$ cat config.mk
export PLATFORM = sky130hd
export DESIGN_NAME = hfs_ln
export DESIGN_NICKNAME = d
export VERILOG_FILES = /design/src/hw/rtl/hfs_pkg.sv /design/src/hw/rtl/hfs_ln.sv
export SDC_FILE = /design/constraint.sdc
export NUM_CORES = 1
export LEC_CHECK = 0
export ABC_AREA = 1
export BUFFER_PORTS_ARGS = -buffer_cell sky130_fd_sc_hd__buf_2
export CAP_MARGIN = 10
export CORE_MARGIN = 5
export CORE_UTILIZATION = 29
export DETAILED_ROUTE_END_ITERATION = 10
export GPL_ROUTABILITY_DRIVEN = 0
export HOLD_SLACK_MARGIN = 0.15
export PLACE_DENSITY = 0.5
export SYNTH_ARGS = -nofsm -noshare
export SYNTH_HDL_FRONTEND = slang
export SYNTH_SLANG_ARGS = --single-unit
$ cat constraint.sdc
create_clock -name aclk -period 6.8 [get_ports aclk]
set_clock_uncertainty 0.1 [all_clocks]
set_input_delay 1.02 -clock aclk [delete_from_list [all_inputs] [get_ports aclk]]
set_output_delay 1.02 -clock aclk [all_outputs]
set_load 0.02 [all_outputs]
$ cat src/hw/rtl/hfs_pkg.sv
// ----------------------------------------------------------------------------
// hfs_pkg
// shared types, constants and the log table of the scaled forward filter
// ----------------------------------------------------------------------------
package hfs_pkg;

    localparam int N_STATES_DEF  = 8;
    localparam int N_SYMBOLS_DEF = 16;

    localparam int P_BITS   = 16;
    localparam int OP_W     = 3;
    localparam int ROW_W    = 3;
    localparam int COL_W    = 4;
    localparam int SYM_W    = 4;
    localparam int IDX_W    = 3;
    localparam int LL_W     = 40;
    localparam int S_DATA_W = 32;
    localparam int M_DATA_W = 80;
    localparam int DIV_STEPS = 16;
    localparam int LN_STEPS  = 16;
    localparam int LN2_Q16   = 45426;

    localparam logic [OP_W-1:0] OP_START = 3'd0;
    localparam logic [OP_W-1:0] OP_TRANS = 3'd1;
    localparam logic [OP_W-1:0] OP_EMIT  = 3'd2;
    localparam logic [OP_W-1:0] OP_FIRST = 3'd3;
    localparam logic [OP_W-1:0] OP_NEXT  = 3'd4;

    localparam logic [P_BITS-1:0] PMAX = {P_BITS{1'b1}};

    typedef struct packed {
        logic pred_clear;
        logic pred_load_start;
        logic pred_step;
        logic emit_step;
        logic u_shift;
        logic div_start;
        logic div_step;
        logic div_commit;
        logic alpha_shift;
    } cell_ctl_t;

    typedef struct packed {
        logic              start_we;
        logic              trans_we;
        logic              emit_we;
        logic [ROW_W-1:0]  row;
        logic [COL_W-1:0]  col;
        logic [P_BITS-1:0] val;
    } load_t;

    // round(65536 * ln(1 + 2^-k))
    function automatic logic [16:0] ln_tab(input logic [4:0] k);
        logic [16:0] v;
        case (k)
            5'd1:    v = 17'd26573;
            5'd2:    v = 17'd14624;
            5'd3:    v = 17'd7719;
            5'd4:    v = 17'd3973;
            5'd5:    v = 17'd2017;
            5'd6:    v = 17'd1016;
            5'd7:    v = 17'd510;
            5'd8:    v = 17'd256;
            5'd9:    v = 17'd128;
            5'd10:   v = 17'd64;
            5'd11:   v = 17'd32;
            5'd12:   v = 17'd16;
            5'd13:   v = 17'd8;
            5'd14:   v = 17'd4;
            5'd15:   v = 17'd2;
            5'd16:   v = 17'd1;
            default: v = 17'd0;
        endcase
        return v;
    endfunction

endpackage

$ cat src/hw/rtl/hfs_ln.sv
// ----------------------------------------------------------------------------
// hfs_ln
// iterative natural log of the step sum in q.16, one shift or one table step
// per cycle
// ----------------------------------------------------------------------------
module hfs_ln #(
    parameter int SUM_W = 19
) (
    input  logic               aclk,
    input  logic               aresetn,
    input  logic               start,
    input  logic [SUM_W-1:0]   sum,
    output logic               done,
    output logic signed [31:0] term
);

    localparam logic [1:0] PH_IDLE = 2'd0;
    localparam logic [1:0] PH_NORM = 2'd1;
    localparam logic [1:0] PH_ITER = 2'd2;

    logic [1:0]       phase_reg, phase_next;
    logic             done_reg, done_next;
    logic [SUM_W-1:0] sh_reg, sh_next;
    logic [4:0]       p_reg, p_next;
    logic [4:0]       k_reg, k_next;
    logic [31:0]      y_reg, y_next;
    logic [17:0]      acc_reg, acc_next;
    logic [32:0]      t;
    logic signed [31:0] pm;

    assign t = 33'(y_reg) + 33'(y_reg >> k_reg);

    always_comb begin
        phase_next = phase_reg;
        done_next  = done_reg;
        sh_next    = sh_reg;
        p_next     = p_reg;
        k_next     = k_reg;
        y_next     = y_reg;
        acc_next   = acc_reg;
        if (start) begin
            phase_next = PH_NORM;
            done_next  = 1'b0;
            sh_next    = sum;
            p_next     = 5'(SUM_W - 1);
            k_next     = 5'd1;
            acc_next   = '0;
        end else begin
            unique case (phase_reg)
                PH_NORM: begin
                    if (sh_reg[SUM_W-1]) begin
                        y_next     = 32'(sh_reg) << (31 - SUM_W);
                        phase_next = PH_ITER;
                    end else begin
                        sh_next = sh_reg << 1;
                        p_next  = p_reg - 1'b1;
                    end
                end
                PH_ITER: begin
                    if (t <= 33'h080000000) begin
                        y_next   = t[31:0];
                        acc_next = acc_reg + 18'(hfs_pkg::ln_tab(k_reg));
                    end
                    k_next = k_reg + 1'b1;
                    if (32'(k_reg) == hfs_pkg::LN_STEPS) begin
                        phase_next = PH_IDLE;
                        done_next  = 1'b1;
                    end
                end
                default: begin
                end
            endcase
        end
    end

    always_ff @(posedge aclk) begin
        if (!aresetn) begin
            phase_reg <= PH_IDLE;
            done_reg  <= 1'b0;
        end else begin
            phase_reg <= phase_next;
            done_reg  <= done_next;
        end
        sh_reg  <= sh_next;
        p_reg   <= p_next;
        k_reg   <= k_next;
        y_reg   <= y_next;
        acc_reg <= acc_next;
    end

    assign pm   = $signed(32'(p_reg)) - (hfs_pkg::P_BITS - 1);
    assign term = pm * hfs_pkg::LN2_Q16 - $signed(32'(acc_reg));
    assign done = done_reg;

endmodule

==> metrics.yaml <==
run_status:
  status: "complete, but fails checks"
  violations: "setup timing"
yosys:
  netlist_top_cells_area: "nand2_1, edfxtp_1, ha_1"
  synthArstFlopShare: 0
  synthMostInstantiatedCell: "nand2_1"
  yosysTopAreaCell: "nand2_1"
  synth-edff-count: 51
  synth_area_per_cell_um2: 6.52
  synth_top_area_share: 0.166
  synth_seq_cells: 97
  synth_fp_nets: 1842
  synth_commonest_cells: "nand2_1, inv_1, nor2_1"
  yosysSeqAreaShare: 0.224
  syn_inst: 1683
  ys.flop_type: "edfxtp_1"
  yosys_warnings: 0
  netlist_area_um2: 11000
  synth.distinct_cells: 52
worst_hold_path:
  holdPathStages: 2
  hold_class: "reg2reg"
  min_to: "acc_reg[17]"
  min-delay-start: "acc_reg[17]"
cells_and_area:
  diodes: 0
  nFillCells: 4149
  stdcell_area_um2: 12800
  fin_nets: 1910
  drive_gt1_frac: 0.117
  syn_to_final_growth_pct: 16.6
power_and_ir_drop:
  power.leakage_nw: 6.17
  power_per_cell_area_nw_per_um2: 265
  p_int_mw: 1.79
  p_seq_frac: 0.198
  combPwrFrac: 0.651
  p_clk_frac: 0.151
  p_sw_mw: 1.60
  ir_drop_mv: 0.524
  sw_frac_of_total: 0.471
clock_network:
  cts.sinks: 97
  cts_buffer_depth: 2
  root_buffer: "clkbuf_16"
  cts_tree: "yes"
  h-tree-depth: 3
  cts_made_buffers: 9
  cts_hold_buf: 0
  cts.reportedPaths.clkPinSlew_ps: 80
  insertion_delay_ps: 360
setup_path:
  end_kind: "output pin"
  critical_path_required_ps: 5680
  r2r-end: "y_reg[25]"
  crit_path_max_fanout: 5
  start_kind: "flip-flop"
  rr_startpoint: "k_reg[0]"
  r2r_slack_ps: 980
  crit_type: "reg2out"
  critical_path_arrival_ps: 5730
  r2r_cells: 28
routing:
  drt-initial-drc-count: 844
  drt-total-wl_mm: 35.2
  post-route-drc-count: 0
  ant_nets: 0
  first_pass_iters: 5
  wl_per_cell_um: 15.5
  vias: 10971
  viasPerCell: 4.84
sta:
  max_freq_ghz: 0.146
  fin_crit_ps: 6850
  rsz0062_at_grt: "yes"
  finalSetupTns_ps: -266
  tightest_slew_ps: 1150
  hold_viol: 0
  fin_crit_sh: 1.01
  final_max_slew_viol_count: 0
  hold_ws_ps: 368
  setup-violations-final: 9
  maxSlewHeadroom: 0.231
  setup_slack_ps: -45.1
die:
  dieArea_um2: 41800
  io_pins: 55
  initial_core_util: 0.293
  num_rows: 71
  core_area_um2: 37500
  die_y_um: 204
  die_w_um: 204
placement:
  post_dp_cell_area_um2: 11900
  portBuffers: 54
  dp_hpwl_mm: 28.6
grt:
  grt_max_degree: 41
  first_global_vias: 10334
  grt_pass1_wl_mm: 55.3
  antenna_found_initial: 0
  overflow: 0
  grt_usage: 0.165
job:
  cap_violations: 0
-- how the worst max path moves through the flow --
stage | to | startpoint | cells past startpoint | slack [ps]
after detailed placement | term[20] | p_reg[1] | 26 | -280
after global placement | term[20] | p_reg[1] | 26 | -180
after global routing | term[24] | p_reg[1] | 27 | -300
after floorplan | term[24] | p_reg[0] | 29 | 80
after CTS | term[27] | p_reg[1] | 26 | -50
final | term[28] | p_reg[1] | 25 | -50
-- stage by stage --
stage / power [mW] / worst slack, ps / utilization / std cells
after global routing: 3.63 / -305 / 0.341 / 2267
after detailed placement: 2.57 / -279 / 0.318 / 2229
after global placement: 2.57 / -179 / 0.318 / 2229
after floorplan: 2.04 / 80.3 / - / 1683
after CTS: 3.30 / -49.7 / 0.335 / 2261
final: 3.39 / -45.1 / 0.341 / 2267
-- timing repair --
item | CTS | global route
pin swaps | 27 | 25
endpoints found under the setup margin | 16 | 16
setup buffers | 15 | 8
gates cloned | 1 | 0
resized for setup | 52 | 38
-- cell type report --
cell class                      count  area (um^2)  share of cell area
Clock buffer                        9          225              0.0176
Sequential cell                    97         2460               0.193
Timing Repair Buffer              115          801              0.0626
Tap cell                          511          639              0.0500
Clock inverter                      7         62.6             0.00489
Inverter                          222          837              0.0654
Multi-Input combinational cell   1306         7760               0.607
-- metal layers --
layer	GRT usage	vias to the layer above	share of wire
met1	0.242	4999	0.49
met5	0	-	0
met4	0.0424	0	0.022
met2	0.261	277	0.44
met3	0.0148	38	0.047
li1	-	5657	-
-- critical path, cell delays in order (launching register included) --
cell	delay [ps]
dfxtp_4	370
ha_4	150
nand3_4	70
xor2_2	190
fa_1	480
fa_1	510
inv_1	50
fa_1	480
ha_4	300
buf_4	100
inv_2	30
fa_2	380
nor4_2	160
nor2_1	90
nor2_1	110
nand2_1	90
o21ai_2	160
xor2_1	190
ha_1	290
buf_4	140
buf_4	120
buf_4	130
a21oi_2	200
nand2_2	140
o21ai_4	260
buf_6	160
-- logic make-up after synthesis --
family | synth area share
and+or+nand+nor | 0.304
xor gates and xnor gates | 0.0479
DFF | 0.224
buffers and inverters | 0.101
AOI/OAI and AO/OA | 0.152
adders and majority gates | 0.168
muxes | 0.00365
-- power groups by stage --
stage / clock (mW) / sequential [mW] / combinational (mW)
after floorplan: 0 / 0.675 / 1.36
final: 0.514 / 0.672 / 2.21
after CTS: 0.531 / 0.672 / 2.09
after global placement: 0 / 0.685 / 1.89
after detailed placement: 0 / 0.685 / 1.88
after global routing: 0.546 / 0.675 / 2.41
-- cell usage in the layout (no fill, tap or decap), types with 4 or more instances in the layout --
master,count
o211ai_1,10
o22ai_1,8
ha_1,110
inv_2,8
xnor2_1,21
nand2_2,12
clkbuf_16,9
mux2i_1,4
o221ai_1,4
ha_4,10
a21oi_2,5
a22oi_1,7
o21bai_1,4
nor3_1,12
nand3b_1,8
nand2_1,478
xor2_1,34
edfxtp_1,51
o21ai_0,103
a31oi_1,15
buf_4,65
dfxtp_1,42
a22o_1,8
nand3_1,102
inv_1,211
a21o_1,4
nor2_2,6
buf_2,40
a21oi_1,106
nor2_1,153
fa_1,16
buf_6,10
nand4_1,17
(Power assumes the default switching activity.)
