**config.mk**
```make
export PLATFORM = sky130hd
export DESIGN_NAME = hfs_cell
export DESIGN_NICKNAME = d
export VERILOG_FILES = /design/src/hw/rtl/hfs_pkg.sv /design/src/hw/rtl/hfs_ram.sv /design/src/hw/rtl/hfs_cell.sv
export SDC_FILE = /design/constraint.sdc
export NUM_CORES = 2
export LEC_CHECK = 0
export BUFFER_PORTS_ARGS = -buffer_cell sky130_fd_sc_hd__buf_4
export CAP_MARGIN = 15
export CORE_UTILIZATION = 50
export DETAILED_ROUTE_END_ITERATION = 6
export PLACE_DENSITY = 0.66
export REMOVE_ABC_BUFFERS = 1
export SYNTH_ARGS = -nofsm -noshare
export SYNTH_HDL_FRONTEND = slang
export SYNTH_HIERARCHICAL = 1
export SYNTH_SLANG_ARGS = --single-unit
```
**constraint.sdc**
```tcl
create_clock -name aclk -period 11.2 [get_ports aclk]
set_input_delay 2.8 -clock aclk [delete_from_list [all_inputs] [get_ports aclk]]
set_output_delay 2.8 -clock aclk [all_outputs]
set_load 0.02 [all_outputs]
```
**src/hw/rtl/hfs_pkg.sv**
```systemverilog
// ----------------------------------------------------------------------------
// hfs_pkg
// shared types, constants and the log table of the scaled forward filter
// ----------------------------------------------------------------------------
package hfs_pkg;

    localparam int N_STATES_DEF  = 8;
    localparam int N_SYMBOLS_DEF = 16;

    localparam int P_BITS   = 16;
    localparam int OP_W     = 3;
    localparam int ROW_W    = 3;
    localparam int COL_W    = 4;
    localparam int SYM_W    = 4;
    localparam int IDX_W    = 3;
    localparam int LL_W     = 40;
    localparam int S_DATA_W = 32;
    localparam int M_DATA_W = 80;
    localparam int DIV_STEPS = 16;
    localparam int LN_STEPS  = 16;
    localparam int LN2_Q16   = 45426;

    localparam logic [OP_W-1:0] OP_START = 3'd0;
    localparam logic [OP_W-1:0] OP_TRANS = 3'd1;
    localparam logic [OP_W-1:0] OP_EMIT  = 3'd2;
    localparam logic [OP_W-1:0] OP_FIRST = 3'd3;
    localparam logic [OP_W-1:0] OP_NEXT  = 3'd4;

    localparam logic [P_BITS-1:0] PMAX = {P_BITS{1'b1}};

    typedef struct packed {
        logic pred_clear;
        logic pred_load_start;
        logic pred_step;
        logic emit_step;
        logic u_shift;
        logic div_start;
        logic div_step;
        logic div_commit;
        logic alpha_shift;
    } cell_ctl_t;

    typedef struct packed {
        logic              start_we;
        logic              trans_we;
        logic              emit_we;
        logic [ROW_W-1:0]  row;
        logic [COL_W-1:0]  col;
        logic [P_BITS-1:0] val;
    } load_t;

    // round(65536 * ln(1 + 2^-k))
    function automatic logic [16:0] ln_tab(input logic [4:0] k);
        logic [16:0] v;
        case (k)
            5'd1:    v = 17'd26573;
            5'd2:    v = 17'd14624;
            5'd3:    v = 17'd7719;
            5'd4:    v = 17'd3973;
            5'd5:    v = 17'd2017;
            5'd6:    v = 17'd1016;
            5'd7:    v = 17'd510;
            5'd8:    v = 17'd256;
            5'd9:    v = 17'd128;
            5'd10:   v = 17'd64;
            5'd11:   v = 17'd32;
            5'd12:   v = 17'd16;
            5'd13:   v = 17'd8;
            5'd14:   v = 17'd4;
            5'd15:   v = 17'd2;
            5'd16:   v = 17'd1;
            default: v = 17'd0;
        endcase
        return v;
    endfunction

endpackage

```
**src/hw/rtl/hfs_ram.sv**
```systemverilog
// ----------------------------------------------------------------------------
// hfs_ram
// generic one-write one-read ram with registered read
// ----------------------------------------------------------------------------
module hfs_ram #(
    parameter int WIDTH = 16,
    parameter int DEPTH = 16
) (
    input  logic                     aclk,
    input  logic                     we,
    input  logic [$clog2(DEPTH)-1:0] waddr,
    input  logic [WIDTH-1:0]         wdata,
    input  logic [$clog2(DEPTH)-1:0] raddr,
    output logic [WIDTH-1:0]         rdata
);

    logic [WIDTH-1:0] mem [DEPTH];
    logic [WIDTH-1:0] rdata_reg;

    always_ff @(posedge aclk) begin
        if (we) begin
            mem[waddr] <= wdata;
        end
        rdata_reg <= mem[raddr];
    end

    assign rdata = rdata_reg;

endmodule

```
**src/hw/rtl/hfs_cell.sv**
```systemverilog
// ----------------------------------------------------------------------------
// hfs_cell
// one state of the filter: its tables, prediction sum, weight and divider
// ----------------------------------------------------------------------------
module hfs_cell #(
    parameter int J         = 0,
    parameter int N_STATES  = hfs_pkg::N_STATES_DEF,
    parameter int N_SYMBOLS = hfs_pkg::N_SYMBOLS_DEF
) (
    input  logic                                        aclk,
    input  hfs_pkg::cell_ctl_t                          ctl,
    input  hfs_pkg::load_t                              ld,
    input  logic [hfs_pkg::SYM_W-1:0]                   sym,
    input  logic [hfs_pkg::P_BITS+$clog2(N_STATES)-1:0] sum,
    input  logic [hfs_pkg::P_BITS-1:0]                  alpha_in,
    input  logic [hfs_pkg::P_BITS-1:0]                  u_in,
    output logic [hfs_pkg::P_BITS-1:0]                  alpha_out,
    output logic [hfs_pkg::P_BITS-1:0]                  u_out
);

    localparam int P      = hfs_pkg::P_BITS;
    localparam int SUM_W  = P + $clog2(N_STATES);
    localparam int ST_IW  = $clog2(N_STATES);
    localparam int SYM_IW = $clog2(N_SYMBOLS);

    logic [P-1:0]       start_reg;
    logic [P-1:0]       trans_mem [N_STATES];
    logic [ST_IW-1:0]   idx_reg;
    logic [SUM_W-1:0]   acc_reg;
    logic [P-1:0]       alpha_reg;
    logic [P-1:0]       u_reg;
    logic [SUM_W-1:0]   rem_reg;
    logic [P-1:0]       q_reg;
    logic               q_hi_reg;

    logic               row_hit;
    logic               emit_we;
    logic [P-1:0]       emit_q;
    logic [P-1:0]       emit_val;
    logic [2*P-1:0]     pred_prod;
    logic [P-1:0]       pred_sat;
    logic [2*P-1:0]     u_prod;
    logic               u_ge;
    logic [SUM_W:0]     rem2;
    logic               rem2_ge;

    assign row_hit = 32'(ld.row) == J;
    assign emit_we = ld.emit_we && row_hit && (32'(ld.col) < N_SYMBOLS);

    hfs_ram #(
        .WIDTH (P),
        .DEPTH (N_SYMBOLS)
    ) u_emit_ram (
        .aclk  (aclk),
        .we    (emit_we),
        .waddr (SYM_IW'(ld.col)),
        .wdata (ld.val),
        .raddr (SYM_IW'(sym)),
        .rdata (emit_q)
    );

    assign emit_val  = (32'(sym) < N_SYMBOLS) ? emit_q : '0;
    assign pred_prod = alpha_reg * trans_mem[idx_reg];
    assign pred_sat  = (acc_reg > SUM_W'(hfs_pkg::PMAX)) ? hfs_pkg::PMAX : acc_reg[P-1:0];
    assign u_prod    = pred_sat * emit_val;
    assign u_ge      = SUM_W'(u_reg) >= sum;
    assign rem2      = {rem_reg, 1'b0};
    assign rem2_ge   = rem2 >= {1'b0, sum};

    always_ff @(posedge aclk) begin
        if (ld.start_we && row_hit) begin
            start_reg <= ld.val;
        end
        if (ld.trans_we && (32'(ld.col) == J) && (32'(ld.row) < N_STATES)) begin
            trans_mem[ST_IW'(ld.row)] <= ld.val;
        end

        if (ctl.pred_clear) begin
            idx_reg <= ST_IW'(J);
            acc_reg <= '0;
        end else if (ctl.pred_load_start) begin
            acc_reg <= SUM_W'(start_reg);
        end else if (ctl.pred_step) begin
            idx_reg <= (32'(idx_reg) == N_STATES - 1) ? '0 : idx_reg + 1'b1;
            acc_reg <= acc_reg + SUM_W'(pred_prod[2*P-1:P]);
        end

        if (ctl.emit_step) begin
            u_reg <= u_prod[2*P-1:P];
        end else if (ctl.u_shift) begin
            u_reg <= u_in;
        end

        if (ctl.div_start) begin
            q_hi_reg <= u_ge;
            rem_reg  <= u_ge ? SUM_W'(u_reg) - sum : SUM_W'(u_reg);
            q_reg    <= '0;
        end else if (ctl.div_step) begin
            rem_reg <= rem2_ge ? SUM_W'(rem2 - {1'b0, sum}) : SUM_W'(rem2);
            q_reg   <= {q_reg[P-2:0], rem2_ge};
        end

        if (ctl.pred_step || ctl.alpha_shift) begin
            alpha_reg <= alpha_in;
        end else if (ctl.div_commit) begin
            alpha_reg <= q_hi_reg ? hfs_pkg::PMAX : q_reg;
        end
    end

    assign alpha_out = alpha_reg;
    assign u_out     = u_reg;

endmodule

```
==> results.toml <==
[die]
core-area_sq_mm = 0.0746
row_count = 100
die_x_microns = 277
io_pins = 123
start_util_pct = 50.5
die_h_microns = 277
die_area_sq_mm = 0.0765

[finish]
fillCellCount = 6168
reg_top3 = "u_emit_ram/mem: 256 flops, trans_mem: 128 flops"
nets = 4007
largest_reg_flops = 256
area_delta_synth_final_pct = 10.1
layout_common_cells = "inv_1, edfxtp_1, nand2_1, fa_1, ha_1"
regMostFlops = "u_emit_ram/mem"
drive_above_1_share_pct = 11.6
final_common_cell = "inv_1"

[worst_setup_path]
crit_top_cell = "fa_1"
slowest_delay_ns = 0.81
cp.arrival_ns = 9.99
critPathMaxFanout = 21
cp_top_family = "adder cells"
critical_path_class = "register to register"
crit_required_ns = 11.71
reg2reg_depth = 33
crit_path_top_delay_cell = "dfxtp_2"
crit_buf_inv = 5
start_kind = "register"
worst-path-stages = 33
end_kind = "register"

[clock_network]
cts_max_path_buffers = 3
cts_made_buffers = 55
cts_root_buffer = "clkbuf_16"
insertion_delay_ns = 0.63
cts_hold_buf = 0
htree_levels = 2
cts_sinks = 509
ctsResizeCount = 0
cts_setup_buffers = 0
cts_tree = "yes"
clk_pin_slew_ns = 0.06

[timing]
tns_ns = 0
rsz0062_at_grt = "no"
slew_headroom_pct = 30.8
final_max_slew_viol_count = 0
skew_ns = 0.0138
final-hold-violation-count = 0
timing.final.crit_share_pct = 84.6
tightest_slew_ns = 1.04
holdWs_ns = 0.487
finalSetupViolCount = 0
max_freq_mhz = 105
layout_min_cycle_time_ns = 9.48

[grt]
grt_pass1_vias = 25626
grt_usage_pct = 23.6
antenna_found_initial = 4
grt_max_degree = 65
overflow = 0
grt_pass1_wl_microns = 141000

[synthesis]
synthFlopType = "edfxtp_1"
synthArstFlopShare_pct = 0
synth.distinct_cells = 74
syn_area_per_cell_sq_um = 11.9
ys_ff_latch = 509
synth_edf_count = 452
ys_seq_area_share_pct = 39.0
synthCells = 3177
syn_area_sq_mm = 0.0377
synth-warning-count = 6

[placement]
gp_congestion = 0.914
dp_hpwl_microns = 63100
io_buffer_count = 122

[drt]
via_count = 24086
wl_per_cell_microns = 20.6
drc = 0
drtAntennaViolNets = 0
detail_route.wirelength_microns = 88400
post_drt_via_cell_ratio = 5.62
drt_iter0_markers = 1786
drt_pass1_iterations = 5

[flow_run]
cap_viol_max_count = 0

[min_path]
min_path_cells = 2
min_path_type = "register to register"

[outcome]
outcome = "completed"
## cells by family (layout without fill, tap and decap cells)
| logic type | Yosys count | after routing | share of synthesized area [%] |
|---|---|---|---|
| AO/OA/AOI/OAI | 307 | 307 | 5.47 |
| XOR/XNOR | 62 | 62 | 1.44 |
| adder cells (fa/ha/maj) | 644 | 644 | 29.1 |
| buffers and inverters | 634 | 774 | 6.47 |
| flip-flops | 509 | 509 | 39.0 |
| multiplexers | 158 | 158 | 7.57 |
| other | 0 | 1 | 0 |
| AND/OR/NAND/NOR | 863 | 863 | 10.9 |
## through the flow
stage | std cells | worst slack (ns) | area (sq um) | utilization (%)
6_report | 4287 | 1.72 | 41500 | 55.6
5_1_grt | 4286 | 1.24 | 41500 | 55.6
4_1_cts | 4286 | 1.70 | 41500 | 55.6
3_5_place_dp | 4184 | 1.76 | 39600 | 53.2
3_3_place_gp | 4184 | 1.96 | 39600 | 53.2
2_1_floorplan | 3052 | 1.56 | 37200 | -
## synthesized netlist by cell type, drive strengths merged (11+ instances only)
master  count  area (sq um)
nand2     394          1480
a22oi      33           248
inv       509          1910
or3        11          68.8
xor2       21           184
edfxtp    452         13600
clkbuf    100           375
a21o       27           203
nor2      119           447
fa        389          7790
mux2i      37           370
buf        25           154
nor3       26           130
nand3      18          95.1
mux4       96          2200
mux2       25           282
o21ai      66           338
a21oi      80           408
dfxtp      57          1140
and2      152           951
ha        255          3190
nand2b     39           244
nor2b      68           425
a211oi     20           150
xnor2      41           359
## worst min-delay path, stage by stage, from the launching register on
cell,delay (ns)
edfxtp_1,0.32
a21oi_1,0.06
nor2_1,0.07
## area by class of cell
cell class / count / area [sq um] / area share, %
inverter: 509 / 1910 / 4.60
clock buffer: 73 / 1500 / 3.61
timing repair buffer: 163 / 1220 / 2.95
antenna: 1 / 2.50 / 0.00603
sequential: 509 / 14700 / 35.5
multi-input combinational: 2034 / 20600 / 49.6
tap: 969 / 1210 / 2.92
clock inverter: 29 / 352 / 0.847
## final timing paths
check	startpoint	to	slack, ns
max	register	acc_reg[16]	1.72
min	start_reg[12]	acc_reg[12]	0.49
max reg2reg	register	acc_reg[16]	1.72
min reg2reg	start_reg[12]	acc_reg[12]	0.49
## metal layers
layer	GRT usage [%]	vias to the layer above	routed length, microns
met3	3.39	122	4840
li1	-	10802	-
met5	0	-	4
met4	6.00	2	2120
met1	31.3	12413	37400
met2	40.7	747	44100
Power is not shown: default switching activity piles up to over one toggle a cycle in this logic, so the estimate is an artifact.
